## src/rtl/core/spp_pkg.sv

```systemverilog
package spp_pkg;

	localparam int SYM_W  = 8;
	localparam int MODE_W = 16;

	localparam logic [SYM_W-1:0] CH_NUL   = 8'h00;
	localparam logic [SYM_W-1:0] CH_U     = 8'h75;
	localparam logic [SYM_W-1:0] CH_G     = 8'h67;
	localparam logic [SYM_W-1:0] CH_O     = 8'h6f;
	localparam logic [SYM_W-1:0] CH_A     = 8'h61;
	localparam logic [SYM_W-1:0] CH_PLUS  = 8'h2b;
	localparam logic [SYM_W-1:0] CH_MINUS = 8'h2d;
	localparam logic [SYM_W-1:0] CH_EQ    = 8'h3d;
	localparam logic [SYM_W-1:0] CH_R     = 8'h72;
	localparam logic [SYM_W-1:0] CH_W     = 8'h77;
	localparam logic [SYM_W-1:0] CH_X     = 8'h78;
	localparam logic [SYM_W-1:0] CH_COMMA = 8'h2c;
	localparam logic [SYM_W-1:0] CH_SEMI  = 8'h3b;

	localparam logic [1:0] OP_NONE   = 2'd0;
	localparam logic [1:0] OP_ADD    = 2'd1;
	localparam logic [1:0] OP_REMOVE = 2'd2;
	localparam logic [1:0] OP_ASSIGN = 2'd3;

	typedef struct packed {
		logic              at_start;
		logic              in_rights;
		logic [2:0]        classes;
		logic [2:0]        rights;
		logic [1:0]        op;
		logic [MODE_W-1:0] mode;
		logic              err;
	} parse_state_t;

	typedef struct packed {
		logic              valid;
		logic [MODE_W-1:0] mode;
		logic              bad;
	} parse_result_t;

	localparam parse_state_t PARSE_RESET = '{
		at_start:  1'b1,
		in_rights: 1'b0,
		classes:   3'd0,
		rights:    3'd0,
		op:        OP_NONE,
		mode:      '0,
		err:       1'b0
	};

endpackage

```

## src/rtl/core/spp_step.sv

```systemverilog
module spp_step
	import spp_pkg::*;
(
	input  parse_state_t        st,
	input  logic [SYM_W-1:0]    symbol,
	input  logic [MODE_W-1:0]   start_mode,
	output parse_state_t        nxt,
	output parse_result_t       res
);

	function automatic logic [MODE_W-1:0] who_mask(input logic [2:0] t);
		logic [MODE_W-1:0] m;
		m = '0;
		if (t[2]) m[8:6] = 3'b111;
		if (t[1]) m[5:3] = 3'b111;
		if (t[0]) m[2:0] = 3'b111;
		return m;
	endfunction

	function automatic logic [MODE_W-1:0] rights_mask(input logic [2:0] r);
		logic [MODE_W-1:0] m;
		m = '0;
		if (r[2]) m[8:0] = m[8:0] | 9'o444;
		if (r[1]) m[8:0] = m[8:0] | 9'o222;
		if (r[0]) m[8:0] = m[8:0] | 9'o111;
		return m;
	endfunction

	function automatic logic [MODE_W-1:0] apply_clause(input parse_state_t s);
		logic [MODE_W-1:0] who;
		logic [MODE_W-1:0] sel;
		logic [MODE_W-1:0] m;
		who = who_mask(s.classes);
		sel = who & rights_mask(s.rights);
		case (s.op)
			OP_ADD:    m = s.mode | sel;
			OP_REMOVE: m = s.mode & ~sel;
			OP_ASSIGN: m = (s.mode & ~who) | sel;
			default:   m = s.mode;
		endcase
		return m;
	endfunction

	parse_state_t base;

	always_comb begin
		base = st;
		if (st.at_start) begin
			base = PARSE_RESET;
			base.at_start = 1'b0;
			base.mode = start_mode;
		end

		nxt = base;
		res.valid = 1'b0;
		res.mode = base.mode;
		res.bad = base.err;

		if (symbol == CH_NUL) begin
			if (base.in_rights) begin
				nxt.mode = apply_clause(base);
			end
			nxt.in_rights = 1'b0;
			nxt.classes = 3'd0;
			nxt.rights = 3'd0;
			nxt.op = OP_NONE;
			nxt.at_start = 1'b1;
			res.valid = 1'b1;
			res.mode = nxt.mode;
		end else if (!base.in_rights) begin
			case (symbol)
				CH_PLUS: begin
					nxt.op = OP_ADD;
					nxt.in_rights = 1'b1;
					nxt.rights = 3'd0;
				end
				CH_MINUS: begin
					nxt.op = OP_REMOVE;
					nxt.in_rights = 1'b1;
					nxt.rights = 3'd0;
				end
				CH_EQ: begin
					nxt.op = OP_ASSIGN;
					nxt.in_rights = 1'b1;
					nxt.rights = 3'd0;
				end
				CH_U:    nxt.classes = base.classes | 3'b100;
				CH_G:    nxt.classes = base.classes | 3'b010;
				CH_O:    nxt.classes = base.classes | 3'b001;
				CH_A:    nxt.classes = 3'b111;
				default: nxt.err = 1'b1;
			endcase
		end else begin
			case (symbol)
				CH_COMMA, CH_SEMI: begin
					nxt.mode = apply_clause(base);
					nxt.in_rights = 1'b0;
					nxt.classes = 3'd0;
					nxt.rights = 3'd0;
					nxt.op = OP_NONE;
				end
				CH_R:    nxt.rights = base.rights | 3'b100;
				CH_W:    nxt.rights = base.rights | 3'b010;
				CH_X:    nxt.rights = base.rights | 3'b001;
				default: nxt.err = 1'b1;
			endcase
		end
	end

endmodule

```

## src/rtl/core/symbolic_permission_parser.sv

```systemverilog
// Symbolic permission parser: feed a chmod-style clause string one character
// per beat on the input channel (symbol, start_mode under in_valid/in_stall).
// A NUL character ends the string. start_mode is sampled only with the first
// character of each string. For every NUL the block returns one beat on the
// output channel (new_mode, bad_input under out_valid/out_stall); all other
// characters return nothing.
// A character accepted on the input channel lands in the input register; it is
// parsed from there into the parser state register and, if it was a NUL, the
// result loads into the output register together with the state update.
// Throughput: one character per cycle while in_stall stays low.
// Reset (arst_n low, asynchronous) empties both registers and returns the
// parser to the start of a string.
// When the receiver stalls, the result stays in the output register; further
// characters keep flowing until a second NUL reaches the input register, which
// then holds and in_stall rises until the waiting result is taken.
module symbolic_permission_parser
	import spp_pkg::*;
(
	input  logic              clk,
	input  logic              arst_n,
	input  logic              in_valid,
	output logic              in_stall,
	input  logic [SYM_W-1:0]  symbol,
	input  logic [MODE_W-1:0] start_mode,
	output logic              out_valid,
	input  logic              out_stall,
	output logic [MODE_W-1:0] new_mode,
	output logic              bad_input
);

	// input register
	logic              valid_s1;
	logic [SYM_W-1:0]  symbol_s1;
	logic [MODE_W-1:0] mode_s1;

	// parser state and the next state computed from the held character
	parse_state_t  state_q;
	parse_state_t  state_next;
	parse_result_t step_res;

	logic blocked;
	logic fire;

	// a terminator may only go ahead when the result slot is free or draining
	assign blocked  = step_res.valid && out_valid && out_stall;
	assign fire     = valid_s1 && !blocked;
	assign in_stall = valid_s1 && blocked;

	always_ff @(posedge clk or negedge arst_n) begin
		if (!arst_n) begin
			valid_s1 <= 1'b0;
		end else if (!in_stall) begin
			valid_s1 <= in_valid;
		end
	end

	// capture the beat; hold it while stalled
	always_ff @(posedge clk) begin
		if (in_valid && !in_stall) begin
			symbol_s1 <= symbol;
			mode_s1   <= start_mode;
		end
	end

	spp_step u_step (
		.st         (state_q),
		.symbol     (symbol_s1),
		.start_mode (mode_s1),
		.nxt        (state_next),
		.res        (step_res)
	);

	// advance the parser once per character that goes through
	always_ff @(posedge clk or negedge arst_n) begin
		if (!arst_n) begin
			state_q <= PARSE_RESET;
		end else if (fire) begin
			state_q <= state_next;
		end
	end

	// result register: load on a terminator, drop once taken
	always_ff @(posedge clk or negedge arst_n) begin
		if (!arst_n) begin
			out_valid <= 1'b0;
		end else if (fire && step_res.valid) begin
			out_valid <= 1'b1;
		end else if (!out_stall) begin
			out_valid <= 1'b0;
		end
	end

	always_ff @(posedge clk) begin
		if (fire && step_res.valid) begin
			new_mode  <= step_res.mode;
			bad_input <= step_res.bad;
		end
	end

`ifndef SYNTH
	a_stall_needs_full_slot: assert property (@(posedge clk) disable iff (!arst_n)
		in_stall |-> (out_valid && out_stall && valid_s1))
		else $error("input stalled without a waiting result");

	a_result_from_terminator: assert property (@(posedge clk) disable iff (!arst_n)
		$rose(out_valid) |-> $past(fire && symbol_s1 == CH_NUL))
		else $error("result appeared without a terminator");

	a_restart_after_terminator: assert property (@(posedge clk) disable iff (!arst_n)
		(fire && symbol_s1 == CH_NUL) |=> (state_q.at_start && !state_q.in_rights))
		else $error("parser not back at string start after terminator");

	a_held_result_stable: assert property (@(posedge clk) disable iff (!arst_n)
		(out_valid && out_stall) |=> (out_valid && $stable(new_mode)
			&& $stable(bad_input)))
		else $error("stalled result changed");
`endif

endmodule

```

## config.mk

```make
export PLATFORM = sky130hd
export DESIGN_NAME = symbolic_permission_parser
export DESIGN_NICKNAME = d
export VERILOG_FILES = /design/src/rtl/core/spp_pkg.sv /design/src/rtl/core/spp_step.sv /design/src/rtl/core/symbolic_permission_parser.sv
export SDC_FILE = /design/constraint.sdc
export NUM_CORES = 1
export LEC_CHECK = 0
export ABC_CLOCK_PERIOD_IN_PS = 4300
export BUFFER_PORTS_ARGS = -buffer_cell sky130_fd_sc_hd__buf_2
export CORE_ASPECT_RATIO = 1.2
export CORE_MARGIN = 10
export CORE_UTILIZATION = 60
export DETAILED_ROUTE_END_ITERATION = 12
export PLACE_DENSITY = 0.93
export RECOVER_POWER = 50
export SLEW_MARGIN = 20
export SYNTH_ARGS = -nofsm -noshare
export SYNTH_HDL_FRONTEND = slang
export SYNTH_SLANG_ARGS = --single-unit
```

## constraint.sdc

```tcl
create_clock -name clk -period 4.3 [get_ports clk]
set_input_delay 0.215 -clock clk [delete_from_list [all_inputs] [get_ports clk]]
set_output_delay 0.215 -clock clk [all_outputs]
set_load 0.01 [all_outputs]
```

==> metrics.md <==
| Metric | Value |
|---|---|
| Layout cells sized above 1 | `0.198` |
| GRT Util Overall | `0.159` |
| Clock root buffer | `clkbuf_8` |
| Chip width | `87.9 um` |
| FF-to-FF path depth | `5` |
| Final setup violation count | `0` |
| Launch instance of the worst register-to-register path | `state_q[26]` |
| Outcome | `finished with violations` |
| Area growth, synth to finish | `12.1%` |
| Post-Syn Area | `approximately 0.0033 mm2` |
| Seq/Total Area, Yosys | `0.589` |
| Post-synth EDFFs | `41` |
| Metal2 WL | `between 3 and 4 mm` |
| Initial DRT Pass Iterations | `4` |
| Rows | `29` |
| Crit path kind | `register to register` |
| Clk_lat worst skew | `~0.35 ns` |
| CP required | `4.59 ns` |
| Number of routed nets with antenna violations | `0` |
| Max_slew headroom | `-0.0483` |
| Measured slew at the worst slew-check pin | `1.57 ns` |
| Post-synth top area cell | `edfxtp_1` |
| DPL Wire Length | `approximately 4.6 mm` |
| Pleak | `1.45 nW` |
| Worst reg2reg setup slack | `1.64 ns` |
| Worst path max stage delay | `about 1.3 ns` |
| Crit path time final | `2.66 ns` |
| Crit path DAT | `2.95 ns` |
| Cells after synthesis | `281` |
| Die Area | `0.00893 mm2` |
| DR vias | `2316` |
| Critical Path Fanout Max | `28` |
| Power Density | `approximately 430 mW/mm2` |
| CP delay by family, top | `flip-flops` |
| Critical Path Start Type | `register` |
| Routed wl met3 | `~430 um` |
| Max cap viols | `1` |
| Routed vias/inst | `5.92` |
| FF+latch area | `0.00196 mm2` |
| Vias in the first global route | `2405` |
| Failing checks | `max-capacitance violations, max-slew violations` |
| Setup TNS | `0 ns` |
| Peak supply drop | `0.366 mV` |
| GP Congestion | `just under 0.9` |
| Total CTS buffers | `9` |
| Core area | `around 0.0053 mm2` |
| Highest Signal Layer | `met4` |
| Endpoint class of the critical path | `register` |
| Starting Density | `0.623` |
| WP depth | `5` |
| Antenna diodes | `0` |
| CP Cell Sequence | `nor2b_1, o21ai_0, a21boi_0, o31ai_1, a32o_1` |
| Clock Sink Count | `70` |
| Number of I/O pins | `47` |
| GR Overflow Total | `0` |
| Hold Startpoint | `start_mode[13]` |
| Area occupied by multi-input gates | `0.00122 mm2` |
| Starting DRT DRC Count | `145` |
| M1 WL | `2.78 mm` |
| Post-synth net total | `309` |
| Resize count post-CTS | `0` |
| Hold WC Path Type | `input pin to register` |
| Fin crit share | `0.619` |
| Fin. Hold Viols | `0` |
| Clk buf depth | `2` |
| RSZ-0062 raised after global routing | `no` |
| Fillcell total | `between 300 and 400` |
| Maximum clock frequency | `376 MHz` |
| Initial antenna violation count | `0` |
| PortBufs | `46` |
| CTS tree | `built` |
| Final Max Tran Viols | `30` |
| Post-CTS Hold Fix Bufs | `1` |
| Hold path cells | `1` |
| Yosys cell types | `between 50 and 60` |
| Slowest-stage cell, CP | `dfstp_1` |
| Chip height | `~100 um` |
| DRC | `0` |
| Final net count | `352` |
| Post-synth top cells | `edfxtp_1, dfrtp_1, nor2_1, nand2_1, mux2i_1` |
| Pwr Total | `1.59 mW` |
| CP startpoint | `state_q[26]` |
| Clk_skew | `0.00800 ns` |
| Largest net degree at the start of global routing | `30` |
| Drt wl/cell | `17.4 um` |
| Yosys reg bits | `70` |
| Asr flop ratio synth | `0.414` |
| Count leader, synth | `edfxtp_1` |
| Warnings from Yosys | `0` |
| H-tree depth | `3` |
| Sum of buffers and inverters on the critical path | `0` |
| First-pass GRT wire length | `11.1 mm` |
| Mapped Avg Cell Area | `11.8 um2` |
| Clock transition at path regs | `around 0.080 ns` |
| Setup Buffers After CTS | `0` |
| Final WL | `6.80 mm` |
| Dominant synthesized flop cell | `edfxtp_1` |
| Synth top area cells | `edfxtp_1, dfrtp_1, mux2i_1` |
| Post-synth top area share | `0.370` |
final timing paths:
| check | endpoint |
|---|---|
| min in group asynchronous | state_q[10] |
| max reg2reg | state_q[19] |
| min | mode_s1[13] |
| max | state_q[19] |
| max in group asynchronous | state_q[24] |
| min reg2reg | out_valid |
flip-flops by register name, indices dropped and copies added, names as in the netlist:
signal,flops
out_valid,1
valid_s1,1
new_mode,16
state_q,27
symbol_s1,8
bad_input,1
mode_s1,16
cells in the final DEF, fill, tap and decap left out, types with 5 or more instances in the layout:
cell      netlist  routed
nand2b_1        6       6
mux2_2         14      11
dfrtp_1        28      28
o22ai_1         9       9
a21oi_1        11      10
inv_1          14      14
edfxtp_1       41      41
nor2_1         25      25
clkbuf_1        1      19
nand2_1        21      21
o21ai_0         7       7
o21ai_1        11      11
nor2b_1         5       5
clkbuf_8        0       9
mux2i_1        18      18
a22o_1          5       5
buf_2           8      27
per-layer routing:
metal,up-vias,GRT usage
met5,-,0
met4,0,0.0749
met3,12,0.0506
met2,71,0.263
met1,1118,0.183
li1,1115,-
kinds of logic (layout without fill, tap and decap cells):
logic type                Yosys count  count (layout)  share of synthesized area
buffers and inverters              30              78                     0.0459
AOI/OAI and AO/OA                  62              62                      0.122
xor gates and xnor gates            2               2                    0.00527
muxes                              32              32                      0.102
and+or+nand+nor                    85              85                      0.136
DFF                                70              70                      0.589
area by class of cell:
class,instances,share of cell area
well taps,62,0.0208
clock buffers,9,0.0332
inverters,14,0.0141
repair buffers,48,0.0601
multi-input cells,181,0.327
flip-flops and latches,70,0.526
clock inverters,7,0.0195
power breakdown:
part | switching, mW | leakage [nW] | internal (mW) | total, mW
logic | 0.113 | 0.594 | 0.105 | 0.218
clock network | 0.264 | 0.0960 | 0.269 | 0.533
registers | 0.0493 | 0.761 | 0.793 | 0.842
total | 0.426 | 1.45 | 1.17 | 1.59
worst reg2reg max path, cell delays in order (launching register included):
cell and delay, ns:
dfstp_1 1.31, nor2b_1 0.41, o21ai_0 0.18, a21boi_0 0.10, o31ai_1 0.42, a32o_1 0.19
stage by stage:
step | utilization | instance area, um2 | instances | hold slack [ns] | worst slack [ns]
final | 0.699 | 3730 | 391 | 0.0343 | 1.64
after global routing | 0.699 | 3730 | 391 | 0.0195 | 1.41
after CTS | 0.702 | 3740 | 391 | 0.0238 | 1.67
after detailed placement | 0.663 | 3540 | 374 | 0.284 | 1.75
after global placement | 0.663 | 3540 | 374 | 0.279 | 1.84
after floorplan | - | 3320 | 281 | -0.0806 | 2.14
No activity file was read; power rests on OpenSTA's default activity.
